## config.mk

```make
export PLATFORM = sky130hd
export DESIGN_NAME = asc_front
export DESIGN_NICKNAME = d
export VERILOG_FILES = /design/src/hdl/asc_pkg.sv /design/src/hdl/asc_front.sv
export SDC_FILE = /design/constraint.sdc
export NUM_CORES = 2
export LEC_CHECK = 0
export BUFFER_PORTS_ARGS = -buffer_cell sky130_fd_sc_hd__buf_2
export CAP_MARGIN = 20
export CELL_PAD_IN_SITES_DETAIL_PLACEMENT = 0
export CELL_PAD_IN_SITES_GLOBAL_PLACEMENT = 2
export CORE_MARGIN = 2
export CORE_UTILIZATION = 40
export CTS_BUF_LIST = sky130_fd_sc_hd__clkbuf_8
export CTS_CLUSTER_SIZE = 8
export DETAILED_ROUTE_END_ITERATION = 7
export PLACE_DENSITY_LB_ADDON = 0.1
export SYNTH_ARGS = -nofsm -noshare
export SYNTH_HDL_FRONTEND = slang
export SYNTH_SLANG_ARGS = --single-unit
```

## constraint.sdc

```tcl
create_clock -name clk -period 33.4 [get_ports clk]
set_input_delay 3.34 -clock clk [delete_from_list [all_inputs] [get_ports clk]]
set_output_delay 3.34 -clock clk [all_outputs]
set_load 0.02 [all_outputs]
```

## src/hdl/asc_pkg.sv

```systemverilog
package asc_pkg;

  // Pipeline depths of the two iterative units; one result bit per stage.
  localparam int SQRT_STAGES = 31;
  localparam int DIV_STAGES = 32;
  localparam int QUEUE_DEPTH_DEFAULT = 4;

  typedef logic signed [31:0] coord_t;
  typedef logic [30:0] mag_t;

  typedef enum logic [1:0] {
    KIND_MISS,
    KIND_INSIDE,
    KIND_OUTSIDE
  } kind_t;

  typedef struct packed {
    logic signed [31:0] box_center_x;
    logic signed [31:0] box_center_y;
    logic signed [31:0] box_center_z;
    logic [30:0] box_half_x;
    logic [30:0] box_half_y;
    logic [30:0] box_half_z;
    logic signed [31:0] sphere_center_x;
    logic signed [31:0] sphere_center_y;
    logic signed [31:0] sphere_center_z;
    logic [30:0] sphere_radius;
    logic swap_points;
  } in_item_t;

  typedef struct packed {
    logic contact;
    logic center_inside;
    logic signed [31:0] point_a_x;
    logic signed [31:0] point_a_y;
    logic signed [31:0] point_a_z;
    logic signed [31:0] point_b_x;
    logic signed [31:0] point_b_y;
    logic signed [31:0] point_b_z;
  } out_item_t;

  // Classified job handed from the front end to the back end. For an inside
  // job pa and pb are final; for an outside job pa is final and pb holds the
  // sphere center, from which the scaled offset is still to be taken.
  typedef struct packed {
    kind_t kind;
    logic swap;
    logic [2:0][31:0] pa;
    logic [2:0][31:0] pb;
    logic [2:0][30:0] mag;
    logic [2:0] neg;
    mag_t rad;
  } ctx_t;

  function automatic coord_t sat34(input logic signed [33:0] v);
    coord_t r;
    if (v > 34'sd2147483647) begin
      r = 32'sh7FFFFFFF;
    end else if (v < -34'sd2147483648) begin
      r = 32'sh80000000;
    end else begin
      r = v[31:0];
    end
    return r;
  endfunction

endpackage

```

## src/hdl/asc_front.sv

```systemverilog
module asc_front import asc_pkg::*; (
  input  logic     clk,
  input  logic     rst,
  input  in_item_t in_item,
  input  logic     push,
  output logic     full,
  output ctx_t     job,
  output logic     job_valid,
  input  logic     job_full
);

  logic adv;
  logic v1, v2;
  in_item_t in1, in2;
  logic signed [32:0] p1 [3];
  logic signed [31:0] t2 [3];
  logic [30:0] fd2 [3];
  logic [30:0] mag2 [3];
  logic [2:0] neg2, tpos2;
  logic miss2, border2;

  // Per-axis views of the incoming item and of the stored items.
  logic signed [31:0] bc0 [3], sc0 [3], bc2 [3], sc2 [3];
  logic [30:0] h1 [3];

  logic signed [31:0] t_c [3];
  logic [30:0] fd_c [3], mag_c [3];
  logic [2:0] neg_c, tpos_c, over_c, bord_c;

  assign adv = !v2 || !job_full;
  assign full = !adv;
  assign job_valid = v2;

  always_comb begin
    bc0[0] = in_item.box_center_x;
    bc0[1] = in_item.box_center_y;
    bc0[2] = in_item.box_center_z;
    sc0[0] = in_item.sphere_center_x;
    sc0[1] = in_item.sphere_center_y;
    sc0[2] = in_item.sphere_center_z;
    h1[0] = in1.box_half_x;
    h1[1] = in1.box_half_y;
    h1[2] = in1.box_half_z;
    bc2[0] = in2.box_center_x;
    bc2[1] = in2.box_center_y;
    bc2[2] = in2.box_center_z;
    sc2[0] = in2.sphere_center_x;
    sc2[1] = in2.sphere_center_y;
    sc2[2] = in2.sphere_center_z;
  end

  // Stage one: relative sphere center.
  always_ff @(posedge clk) begin
    if (rst) begin
      v1 <= 1'b0;
    end else if (adv) begin
      v1 <= push;
    end
  end

  always_ff @(posedge clk) begin
    if (adv) begin
      in1 <= in_item;
      for (int i = 0; i < 3; i++) begin
        p1[i] <= $signed({sc0[i][31], sc0[i]}) - $signed({bc0[i][31], bc0[i]});
      end
    end
  end

  // Stage two: clamp to the box, offset from the clamped point, face distance.
  always_comb begin
    for (int i = 0; i < 3; i++) begin
      logic signed [33:0] hx, pe, tt, dd, ad, at;
      hx = $signed({3'b000, h1[i]});
      pe = $signed({p1[i][32], p1[i]});
      tt = pe;
      bord_c[i] = 1'b0;
      if (pe < -hx) begin
        tt = -hx;
        bord_c[i] = 1'b1;
      end
      if (pe > hx) begin
        tt = hx;
        bord_c[i] = 1'b1;
      end
      dd = pe - tt;
      ad = dd[33] ? -dd : dd;
      at = tt[33] ? -tt : tt;
      t_c[i] = tt[31:0];
      tpos_c[i] = !tt[33] && (tt != 34'sd0);
      neg_c[i] = dd[33];
      over_c[i] = ad > $signed({3'b000, in1.sphere_radius});
      mag_c[i] = ad[30:0];
      fd_c[i] = 31'(hx - at);
    end
  end

  always_ff @(posedge clk) begin
    if (rst) begin
      v2 <= 1'b0;
    end else if (adv) begin
      v2 <= v1;
    end
  end

  always_ff @(posedge clk) begin
    if (adv) begin
      in2 <= in1;
      t2 <= t_c;
      fd2 <= fd_c;
      mag2 <= mag_c;
      neg2 <= neg_c;
      tpos2 <= tpos_c;
      miss2 <= |over_c;
      border2 <= |bord_c;
    end
  end

  // Classification: inside jobs are finished here, outside jobs are prepared.
  always_comb begin
    logic [1:0] ax;
    logic [30:0] best;
    logic signed [33:0] sce, bst, rde;
    ax = 2'd0;
    best = fd2[0];
    sce = '0;
    bst = '0;
    rde = '0;
    if (fd2[1] < best) begin
      ax = 2'd1;
      best = fd2[1];
    end
    if (fd2[2] < best) begin
      ax = 2'd2;
      best = fd2[2];
    end
    job.swap = in2.swap_points;
    job.rad = in2.sphere_radius;
    job.neg = neg2;
    for (int i = 0; i < 3; i++) begin
      job.mag[i] = mag2[i];
    end
    if (!border2) begin
      job.kind = KIND_INSIDE;
      for (int i = 0; i < 3; i++) begin
        job.pa[i] = sc2[i];
        job.pb[i] = sc2[i];
      end
      sce = $signed({{2{sc2[ax][31]}}, sc2[ax]});
      bst = $signed({3'b000, best});
      rde = $signed({3'b000, in2.sphere_radius});
      job.pa[ax] = tpos2[ax] ? sat34(sce + bst) : sat34(sce - bst);
      job.pb[ax] = tpos2[ax] ? sat34(sce - rde) : sat34(sce + rde);
    end else begin
      job.kind = miss2 ? KIND_MISS : KIND_OUTSIDE;
      for (int i = 0; i < 3; i++) begin
        job.pa[i] = sat34($signed({{2{bc2[i][31]}}, bc2[i]}) +
                          $signed({{2{t2[i][31]}}, t2[i]}));
        job.pb[i] = sc2[i];
      end
    end
  end

endmodule

```

==> run metrics <==
Setup violations, final 0; Clock Path Buffers 3; setup TNS 0 ns; sequential share of the synthesized area 38.01%; WL/cell 31.19 um; WP buf/inv 4; hold-fix buffer count after cts 0; PortBufs 644; layout cells sized above 1 13.11%; Die X 432.9 um; vias 65770; post-synthesis cell type count 106; Clock Pin Slew Worst Setup and Hold Paths 0.06 ns; Starting Density 40.24%; R2R setup slack about 17 ns; Max Clock Skew 0.05707 ns; DRC 0; startpoint types flip-flop; Tcrit/Tclk final 52.67%; Clock Tree Root clkbuf_8; Post-Route WL 347000 um; hold crit path type reg -> reg; Critical Path AT between 10 and 15 ns; Top delay family on crit path compound AO/OA/AOI/OAI gates; grt ovf 0; worst setup path endpoint job[269]; GRT Total Usage between 30 and 40%; Slowest-stage cell, CP nor3_1; drt first pass iters 7; slowest stage delay, CP 1.08 ns; Max Clk Rate between 50 and 60 MHz; IO Pins 645; Yosys top cell by area edfxtp_1; Mapped Cells 7785; top post-synthesis cells by area edfxtp_1 (38%), ha_1 (14%), xnor2_1 (5.8%), a21oi_1 (4.3%), inv_1 (3.4%); Post-CTS Repair Setup Buffers 0; YS warnings 0; outcome complete, no violations; syn_nets about 9000; worst skew pair latency 0.96 ns; CTS buffer count 173; RSZ-0062 raised after global routing no; post-DP HPWL 284100 um; Max-Cap Viols 0; cell repeated most along the worst path a21o_1; Setup crit start fd2[78]$_DFFE_PN_; RR Endpoint miss2$_DFFE_PN_; Post-Syn Area 73580 um2; R2R depth between 60 and 70; Core Box Area 182900 um2; # nets final 9672; vias in the first global route roughly 61000; critical path depth in cells 47; Worst Setup End Kind output pin; die area 187400 um2; Synth top area share 37.95%; worst-path fanout max 45; Slew @ Worst Pin approximately 1.4 ns; initial antenna violation count 34; area grow syn2layout 13.60%; Yosys reg bits just over 900; CTS tree built; number of nets with antenna violations after routing 0; Synth Flop Type edfxtp_1; Avg Inst Size Synth 9.452 um2; DRT iter0 DRCs 7493; FILL cells 17800; largest net degree at the start of global routing 170; CP Data Required Time 30.06 ns; Final Max Tran Viols 0; endpoints failing hold 0; post-route minimum period roughly 18 ns; Async SR Flop Fraction 0%; Critical R2R Launch h1[2]$_DFFE_PN_; Worst Setup Path Type reg -> out; GPL Wtd Cong between 1 and 1.5; Worst slew margin 9.755%; Post-synth EDFFs 930; post-CTS sizing 0; die height approximately 430 um; most common cell in the netlist edfxtp_1; FP Rows 157; # clock sinks 932; most common library cells after synthesis edfxtp_1 (930), ha_1 (851), inv_1 (667); H-tree levels 4; first-pass GRT wire length 470700 um; DR vias/cell 5.912
-- flip-flops by register name, summed over array words and instances (netlist names), 93 cells and up --
signal  flops
h1         93
p1         99
bc2        96
t2         96
in2        96
fd2        93
in1       224
job       125
-- worst register-to-register path, delay by kind of cell, from the launching register on --
family / cells / cell delay (ns)
compound gates: 31 / 7.05
xor+xnor: 3 / 0.67
fa+ha+maj: 3 / 0.94
buf+inv: 7 / 1.10
flops: 1 / 0.51
mux: 1 / 0.34
simple gates: 19 / 5.84
-- worst min path at each step --
stage	cells after the start	slack, ns	to	startpoint
after floorplan	0	0.40	bc2[0]$_DFFE_PN_	in1[221]$_DFFE_PN_
after global placement	0	0.40	bc2[90]$_DFFE_PN_	in1[311]$_DFFE_PN_
after detailed placement	0	0.40	bc2[50]$_DFFE_PN_	in1[271]$_DFFE_PN_
after CTS	0	0.39	bc2[11]$_DFFE_PN_	in1[232]$_DFFE_PN_
after global routing	0	0.40	in2[48]$_DFFE_PN_	in1[48]$_DFFE_PN_
final	0	0.39	in2[48]$_DFFE_PN_	in1[48]$_DFFE_PN_
-- placed cells by master (no fill, tap or decap), drive strengths merged, types with 45 or more instances in the layout --
master and count:
a21oi 635, nand3 172, buf 784, o21bai 74
clkinv 69, mux2i 91, and2 46, nand2 560
nand2b 104, and3 68, o31ai 95, nor3 198
inv 707, a22oi 50, a21boi 52, a21o 192
nor2b 85, a211oi 73, clkbuf 178, xor2 116
o21a 101, nand4 97, o21ai 479, ha 851
nor4 50, xnor2 488, or3 79, a31oi 61
a22o 45, edfxtp 930, diode 47, nor2 552
-- final cells by class --
class | count | area, um2 | share of cell area [%]
antenna | 47 | 117.6 | 0.1407
multi-input combinational | 5923 | 42150 | 50.43
timing repair buffer | 785 | 4318 | 5.165
clock inverter | 128 | 1007 | 1.205
clock buffer | 177 | 2436 | 2.914
tap | 2464 | 3083 | 3.688
inverter | 669 | 2511 | 3.004
sequential | 932 | 27970 | 33.46
-- layer usage --
layer / up-vias / wire length [um] / global-route usage, %
met5: - / 66 / 0
met4: 12 / 22700 / 22.53
met3: 666 / 26140 / 6.420
met2: 2907 / 156200 / 55.70
met1: 32020 / 141900 / 46.44
li1: 30170 / - / -
-- through the flow --
stage                     cells  worst slack, ns  hold slack [ns]  util [%]  area (um2)
after detailed placement  10770            17.02           0.4045     43.74       79990
after global placement    10760            17.06           0.4019     43.71       79930
final                     11130            15.81           0.3884     45.71       83590
after global routing      11090            15.16           0.4027     45.66       83500
after CTS                 11080            15.93           0.3905     45.62       83430
after floorplan            7785            3.369           0.4003         -       73580
-- cells by family (layout without fill, tap and decap cells) --
logic type | after synthesis | count (layout) | synth area share (%)
other | 0 | 47 | 0
and+or+nand+nor | 2141 | 2141 | 14.14
xor gates and xnor gates | 604 | 604 | 7.215
muxes | 99 | 99 | 1.360
AOI/OAI and AO/OA | 2211 | 2211 | 19.44
adders and majority gates | 868 | 868 | 14.92
buffers and inverters | 930 | 1759 | 4.926
DFF | 932 | 932 | 38.01
Power is not shown: default switching activity piles up to over one toggle a cycle in this logic, so the estimate is an artifact.
