`config.mk`:
```
export PLATFORM = sky130hd
export DESIGN_NAME = asc_queue
export DESIGN_NICKNAME = d
export VERILOG_FILES = /design/src/hdl/asc_pkg.sv /design/src/hdl/asc_queue.sv
export SDC_FILE = /design/constraint.sdc
export NUM_CORES = 1
export LEC_CHECK = 0
export BUFFER_PORTS_ARGS = -buffer_cell sky130_fd_sc_hd__buf_2
export CORE_MARGIN = 2
export CORE_UTILIZATION = 40
export CTS_BUF_LIST = sky130_fd_sc_hd__clkbuf_2
export DETAILED_ROUTE_END_ITERATION = 7
export PLACE_DENSITY = 0.59
export SLEW_MARGIN = 10
export SYNTH_ARGS = -nofsm -noshare
export SYNTH_HDL_FRONTEND = slang
export SYNTH_SLANG_ARGS = --single-unit
```
`constraint.sdc`:
```
create_clock -name clk -period 9.59 [get_ports clk]
set_input_delay 1.4385 -clock clk [delete_from_list [all_inputs] [get_ports clk]]
set_output_delay 1.4385 -clock clk [all_outputs]
set_load 0.005 [all_outputs]
```
`src/hdl/asc_pkg.sv`:
```
package asc_pkg;

  // Pipeline depths of the two iterative units; one result bit per stage.
  localparam int SQRT_STAGES = 31;
  localparam int DIV_STAGES = 32;
  localparam int QUEUE_DEPTH_DEFAULT = 4;

  typedef logic signed [31:0] coord_t;
  typedef logic [30:0] mag_t;

  typedef enum logic [1:0] {
    KIND_MISS,
    KIND_INSIDE,
    KIND_OUTSIDE
  } kind_t;

  typedef struct packed {
    logic signed [31:0] box_center_x;
    logic signed [31:0] box_center_y;
    logic signed [31:0] box_center_z;
    logic [30:0] box_half_x;
    logic [30:0] box_half_y;
    logic [30:0] box_half_z;
    logic signed [31:0] sphere_center_x;
    logic signed [31:0] sphere_center_y;
    logic signed [31:0] sphere_center_z;
    logic [30:0] sphere_radius;
    logic swap_points;
  } in_item_t;

  typedef struct packed {
    logic contact;
    logic center_inside;
    logic signed [31:0] point_a_x;
    logic signed [31:0] point_a_y;
    logic signed [31:0] point_a_z;
    logic signed [31:0] point_b_x;
    logic signed [31:0] point_b_y;
    logic signed [31:0] point_b_z;
  } out_item_t;

  // Classified job handed from the front end to the back end. For an inside
  // job pa and pb are final; for an outside job pa is final and pb holds the
  // sphere center, from which the scaled offset is still to be taken.
  typedef struct packed {
    kind_t kind;
    logic swap;
    logic [2:0][31:0] pa;
    logic [2:0][31:0] pb;
    logic [2:0][30:0] mag;
    logic [2:0] neg;
    mag_t rad;
  } ctx_t;

  function automatic coord_t sat34(input logic signed [33:0] v);
    coord_t r;
    if (v > 34'sd2147483647) begin
      r = 32'sh7FFFFFFF;
    end else if (v < -34'sd2147483648) begin
      r = 32'sh80000000;
    end else begin
      r = v[31:0];
    end
    return r;
  endfunction

endpackage

```
`src/hdl/asc_queue.sv`:
```
module asc_queue import asc_pkg::*; #(
  parameter int DEPTH = QUEUE_DEPTH_DEFAULT
) (
  input  logic clk,
  input  logic rst,
  input  logic push,
  input  ctx_t wr_data,
  output logic full,
  input  logic pop,
  output ctx_t rd_data,
  output logic empty
);

  localparam int AW = (DEPTH > 1) ? $clog2(DEPTH) : 1;
  localparam int CW = $clog2(DEPTH + 1);

  ctx_t mem [DEPTH];
  logic [AW-1:0] wr_ptr, rd_ptr;
  logic [CW-1:0] count;
  logic do_push, do_pop;

  assign full = (count == CW'(DEPTH));
  assign empty = (count == '0);
  assign do_push = push && !full;
  assign do_pop = pop && !empty;
  assign rd_data = mem[rd_ptr];

  always_ff @(posedge clk) begin
    if (do_push) begin
      mem[wr_ptr] <= wr_data;
    end
  end

  always_ff @(posedge clk) begin
    if (rst) begin
      wr_ptr <= '0;
      rd_ptr <= '0;
      count <= '0;
    end else begin
      if (do_push) begin
        wr_ptr <= (wr_ptr == AW'(DEPTH - 1)) ? '0 : wr_ptr + 1'b1;
      end
      if (do_pop) begin
        rd_ptr <= (rd_ptr == AW'(DEPTH - 1)) ? '0 : rd_ptr + 1'b1;
      end
      if (do_push && !do_pop) begin
        count <= count + 1'b1;
      end else if (do_pop && !do_push) begin
        count <= count - 1'b1;
      end
    end
  end

endmodule

```
==> out/results.txt, run 1 <==
Status: finished clean
Post-synth cell types: 22
First-pass GRT wire length: 157,000 um
Hold WC Path Type: input pin to flop
Seq/Total Area, Yosys: 0.828
Post-Place Setup Slack: 5.06 ns
Std cell rows: 125
DRT Wirelength: 105,000 um
Worst Setup EP: rd_data[258]
Core footprint: 116,000 um2
GRT Total Usage: 0.174
Cell Chain, Critical Path: buf_12, buf_4, mux4_2, buf_2
Mapped Cells: 1,732
Vias in the first global route: 25,700
Period Utilization, post-route: 0.643
Root buffer cell: clkbuf_2
FF-to-FF End: mem[0][298]$_DFFE_PP_
DR vias: 23,400
Final Skew: 0.192 ns
TritonCTS clock tree: done
Multiplexer area fraction after synthesis: 0.155
MaxCap Viol Count: 0
Clock-pin slew on the worst setup and hold paths: 0.11 ns
Remaining global-route overflow: 0
Post-route ant nets: 0
CP max-delay cell: dfxtp_4
Initial Util: 0.403
Critical Path Start Type: flop
Hold Violations, Final: 0
Die X: 347 um
Drt first-iter violations: 1,570
Clk sinks: 1,297
Routability Congestion: 0.757
Setup_tns: 0 ns
Synth Cell Area: 46,900 um2
Setup slack, reg-to-reg: 6.49 ns
Chip Height: 347 um
Layout cells sized above 1: 0.467
Ports: 650
Post-route DRC: 0
Post-synthesis simple-gate area fraction: 0.00181
Layout Nets: 3,321
Pwr Density: 230 nW/um2
Most frequent cells in the layout: 1,288 x edfxtp_1, 649 x buf_2, 475 x clkbuf_2
Final setup viols: 0
Synth Register Bits: 1,297
H-tree depth: 5
XOR/XNOR Fraction of Synth Area: 0.000373
VDD IR-drop max: 0.000163 V
Area grow syn2layout: 23.1%
Main combinational cell family by area after synthesis: multiplexers
Max Freq: 0.162 GHz
WL per Instance: 22.2 um
Pre-antenna DRT Iters: 5
Worst-Margin Slew: 1.35 ns
Type of the worst setup path: flop to output port
RSZ-0062 raised after global routing: false
Largest fanout on the critical path: 95
Slew Limit Fails: 0
Most common cell after layout, fill and taps aside: edfxtp_1
Syn nets: 2,065
Post-synthesis compound-gate area fraction: 0.000853
HPWL after DPL: 61,200 um
IO buf count: 649
Leak: 19.9 nW
CTS buffer count: 339
Synthesized area per cell: 27.1 um2
Crit path DAT: 4.73 ns
WP data required: 8.15 ns
Die area: 120,000 um2
Crit-path max cell delay: 0.75 ns
Largest net degree at the start of global routing: 147
Clk_lat worst skew: 1.69 ns
Synth Area in Adders: 0.00203
Relative max-transition margin: 0.0979
Min cycle time layout: 6.17 ns
CP endpoint kind: output port
Clk buf depth: 4
Worst r2r src: count[0]$_SDFFE_PP0P_
Worst setup margin: 3.42 ns
Post-DR vias/cell: 4.97
Initial antenna violation count: 14
Warnings from Yosys: 0
Reg2Reg Depth: 3
==> synth_stat cells <==
| cell type | number | area, um2 |
|---|---|---|
| xor2_1 | 2 | 17.5 |
| ha_1 | 6 | 75.1 |
| nand2_1 | 1 | 3.75 |
| and3_1 | 4 | 25.0 |
| mux2i_1 | 2 | 20.0 |
| nor2_1 | 4 | 15.0 |
| mux4_2 | 322 | 7250 |
| o21ai_0 | 2 | 10.0 |
| edfxtp_1 | 1288 | 38700 |
| nand3_1 | 2 | 10.0 |
| fa_1 | 1 | 20.0 |
| inv_2 | 1 | 3.75 |
| or3b_1 | 1 | 8.76 |
| clkbuf_1 | 7 | 26.3 |
| inv_1 | 4 | 15.0 |
| o31ai_1 | 2 | 15.0 |
| a21oi_1 | 3 | 15.0 |
| buf_6 | 32 | 360 |
| buf_2 | 35 | 175 |
| nor3_1 | 2 | 10.0 |
| dfxtp_1 | 9 | 180 |
| or3_1 | 2 | 12.5 |
==> metal layers <==
metal / wire length, um / vias up / global-route usage
met5: 80 / - / 0
met4: 2270 / 12 / 0.0626
met3: 8390 / 168 / 0.0661
met2: 54300 / 842 / 0.292
met1: 39600 / 12200 / 0.204
li1: - / 10200 / -
==> how the worst min path moves through the flow <==
stage | from | endpoint | slack [ns] | depth (start not counted)
3_5_place_dp | rd_ptr[0]$_SDFFE_PP0P_ | flop | 0.48 | 2
3_3_place_gp | rd_ptr[0]$_SDFFE_PP0P_ | flop | 0.46 | 2
5_1_grt | wr_data[189] | mem[2][189]$_DFFE_PP_ | 0.17 | 2
2_1_floorplan | rd_ptr[0]$_SDFFE_PP0P_ | flop | 0.46 | 2
4_1_cts | wr_data[310] | mem[2][310]$_DFFE_PP_ | 0.14 | 2
6_report | wr_data[310] | mem[2][310]$_DFFE_PP_ | 0.49 | 2
==> kinds of logic (layout without fill, tap and decap cells) <==
logic type / after synthesis / count (layout)
adders and majority gates: 7 / 7
muxes: 324 / 324
xor gates and xnor gates: 2 / 2
and+or+nand+nor: 16 / 16
DFF: 1297 / 1297
buffers and inverters: 79 / 1526
other: 0 / 16
AOI/OAI and AO/OA: 7 / 7
==> critical path: cells and delay by family, from the launching register on <==
kind	cells	cell delay [ns]
flops	1	0.75
buf+inv	3	1.42
mux	1	0.60
==> cell type report <==
cell class                 count  area, um2
fill                        9587      58600
sequential                  1297      38900
multi-input combinational    356       7530
timing repair buffer         989       6780
clock buffer                 475       2380
tap                         1524       1910
clock inverter                57        279
antenna                       16       40.0
inverter                       5       18.8
==> per-stage QoR <==
| step | hold slack [ns] | power (mW) | cell area [um2] | utilization | cells |
|---|---|---|---|---|---|
| floorplan | 0.463 | 8.93 | 46900 | - | 1732 |
| global placement | 0.462 | 9.92 | 51800 | 0.446 | 3846 |
| detailed placement | 0.479 | 9.97 | 51800 | 0.446 | 3846 |
| CTS | 0.142 | 13.6 | 57800 | 0.496 | 4703 |
| global route | 0.175 | 14.0 | 57800 | 0.497 | 4715 |
| finish | 0.489 | 13.3 | 57800 | 0.497 | 4719 |
==> power by group <==
group          switching [mW]  leakage (nW)  internal (mW)
clock network            2.08          2.13           1.36
registers               0.155          11.9           6.85
logic                    1.46          5.86           1.41
total                    3.70          19.9           9.62
==> state kept, by name (all words and copies together) (netlist names), named ones only <==
register and count:
wr_ptr 2, count 3, rd_ptr 2, mem 1288
==> repair_timing <==
action                                  in CTS  in global routing
buffers inserted                             0                  0
gates resized for setup                      0                  0
hold endpoints to repair                  1297                  0
hold buffers                               325                  0
endpoints found under the setup margin       0                  0
No activity file was read; power rests on OpenSTA's default activity.
==> inputs of run 2 (changes only) <==
--- a/config.mk
+++ b/config.mk
@@ -10,7 +10,7 @@
 export CORE_UTILIZATION = 40
 export CTS_BUF_LIST = sky130_fd_sc_hd__clkbuf_2
 export DETAILED_ROUTE_END_ITERATION = 7
-export PLACE_DENSITY = 0.59
+export PLACE_DENSITY = 0.57
 export SLEW_MARGIN = 10
 export SYNTH_ARGS = -nofsm -noshare
 export SYNTH_HDL_FRONTEND = slang
==> constraint.sdc (replaced) <==
create_clock -name clk -period 6.05 [get_ports clk]
set_input_delay 0.9075 -clock clk [delete_from_list [all_inputs] [get_ports clk]]
set_output_delay 0.9075 -clock clk [all_outputs]
set_load 0.005 [all_outputs]
==> run 2 against run 1 <==
Net effect: clock power rose by 59%; critical endpoint is now rd_data[222]; critical path depth fell by 1; total power rose by 60%.
==> out/results.txt, run 2 (synthesis gave the netlist of run 1 again) <==
Final setup viols: 0
Reg2Reg Depth: 9
Max Freq: 0.208 GHz
VDD IR-drop max: 0.000205 V
GRT Total Usage: 0.179
Crit path DAT: 3.90 ns
Most flop-heavy register: mem
Worst Setup EP: rd_data[222]
Area grow syn2layout: 30.6%
Most frequent cells in the layout: 1,288 x edfxtp_1, 653 x dlygate4sd3_1, 649 x buf_2
Hold Violations, Final: 0
Most common cell after layout, fill and taps aside: edfxtp_1
Relative max-transition margin: 0.278
Clock-pin slew on the worst setup and hold paths: 0.11 ns
Vias in the first global route: 27,400
First-pass GRT wire length: 162,000 um
CP endpoint kind: output port
Worst-Margin Slew: 1.08 ns
Setup_tns: 0 ns
Initial antenna violation count: 12
Hold WC Path Type: input pin to flop
Critical Path Start Type: flop
H-tree depth: 5
Layout cells sized above 1: 0.418
Worst r2r src: count[1]$_SDFFE_PP0P_
PostCTS Resize Cnt: 0
Hold Slack: 0.297 ns
Cell Chain, Critical Path: buf_4, mux4_2, buf_2
Routability Congestion: 0.755
IO buf count: 649
Setup slack, reg-to-reg: 2.36 ns
RSZ-0062 raised after global routing: false
TritonCTS clock tree: done
Max FFs per register: 1,288
Die area: 120,000 um2
Largest fanout on the critical path: 38
Postcts setup bufs: 0
Post-route ant nets: 0
Final Skew: 0.123 ns
Register Area: 38,900 um2
Post-route DRC: 0
Chip Height: 347 um
Worst setup margin: 1.24 ns
Ports: 650
CTS buffer count: 343
HPWL after DPL: 62,300 um
Die X: 347 um
Largest net degree at the start of global routing: 123
FF-to-FF End: count[2]$_SDFFE_PP0P_
Post-Place Setup Slack: 2.70 ns
WL per Instance: 21.1 um
CP max-delay cell: dfxtp_4
MaxCap Viol Count: 0
Biggest regs: mem: 1288 flops, count: 3 flops
DR vias: 24,900
Pwr Density: 348 nW/um2
Post-cts hold buffer count: 653
Type of the worst setup path: flop to output port
Leak: 21.3 nW
Min cycle time layout: 4.81 ns
Slew Limit Fails: 0
Core footprint: 116,000 um2
Period Utilization, post-route: 0.795
Pre-antenna DRT Iters: 5
DRT Wirelength: 107,000 um
Crit-path max cell delay: 0.94 ns
Post-DR vias/cell: 4.90
Initial Util: 0.403
Status: finished clean
Post-route cell area: 61,300 um2
Remaining global-route overflow: 0
Root buffer cell: clkbuf_2
Layout Nets: 3,666
Drt first-iter violations: 1,426
Std cell rows: 125
WP data required: 5.14 ns
Clk buf depth: 4
Area taken by multi-input logic gates: 7530 um2
Clk sinks: 1,297
Clk_lat worst skew: 1.58 ns
Fillers: 9,364
Post-DP Area: 52,000 um2
==> run 2: cell count changes in the layout (fill, tap and decap cells not counted) <==
| cell | delta |
|---|---|
| clkinv_1 | +45 |
| buf_4 | +10 |
| clkbuf_2 | -20 |
| buf_12 | +3 |
| diode_2 | -5 |
| clkinv_2 | +5 |
| dlygate4sd3_1 | +328 |
| clkinv_4 | +1 |
| inv_2 | -1 |
==> run 2: through the flow <==
step                power, mW  std cells   util
floorplan                14.0       1732      -
global placement         15.8       3859  0.447
detailed placement       15.9       3859  0.447
CTS                      21.7       5074  0.527
global route             22.5       5085  0.527
finish                   21.3       5085  0.527
==> run 2: worst min path at each step <==
| stage | start | end | slack (ns) | cells past startpoint |
|---|---|---|---|---|
| after global routing | wr_data[185] | mem[1][185]$_DFFE_PP_ | 0.05 | 2 |
| after detailed placement | rd_ptr[0]$_SDFFE_PP0P_ | flop | 0.49 | 2 |
| after global placement | rd_ptr[0]$_SDFFE_PP0P_ | flop | 0.46 | 2 |
| after floorplan | rd_ptr[0]$_SDFFE_PP0P_ | flop | 0.46 | 2 |
| final | wr_data[185] | mem[1][185]$_DFFE_PP_ | 0.30 | 2 |
| after CTS | wr_data[185] | mem[1][185]$_DFFE_PP_ | 0.02 | 2 |
==> run 2: routing by layer <==
metal / GRT usage / up-vias / wire length (um)
li1: - / 11000 / -
met1: 0.205 / 12900 / 40300
met2: 0.313 / 815 / 57100
met3: 0.0552 / 181 / 7050
met4: 0.0705 / 10 / 2460
met5: 0 / - / 65
==> run 2: worst max-delay path: cells and delay by family (launching register included) <==
family,cells,cell delay (ns)
buffers and inverters,2,0.75
DFF,1,0.94
muxes,1,0.60
==> run 2: report_power, final <==
| part | leakage (nW) | switching [mW] | internal, mW | total [mW] |
|---|---|---|---|---|
| Sequential | 11.9 | 0.257 | 10.9 | 11.1 |
| Combinational | 7.31 | 2.35 | 2.41 | 4.76 |
| Clock | 2.13 | 3.34 | 2.12 | 5.45 |
==> run 2: layout make-up <==
cell class / instances / share of cell area
multi-input cells: 356 / 0.123
clock buffers: 455 / 0.0371
well taps: 1524 / 0.0311
repair buffers: 1330 / 0.166
clock inverters: 107 / 0.00780
diodes: 11 / 0.000449
inverters: 5 / 0.000306
flip-flops and latches: 1297 / 0.634
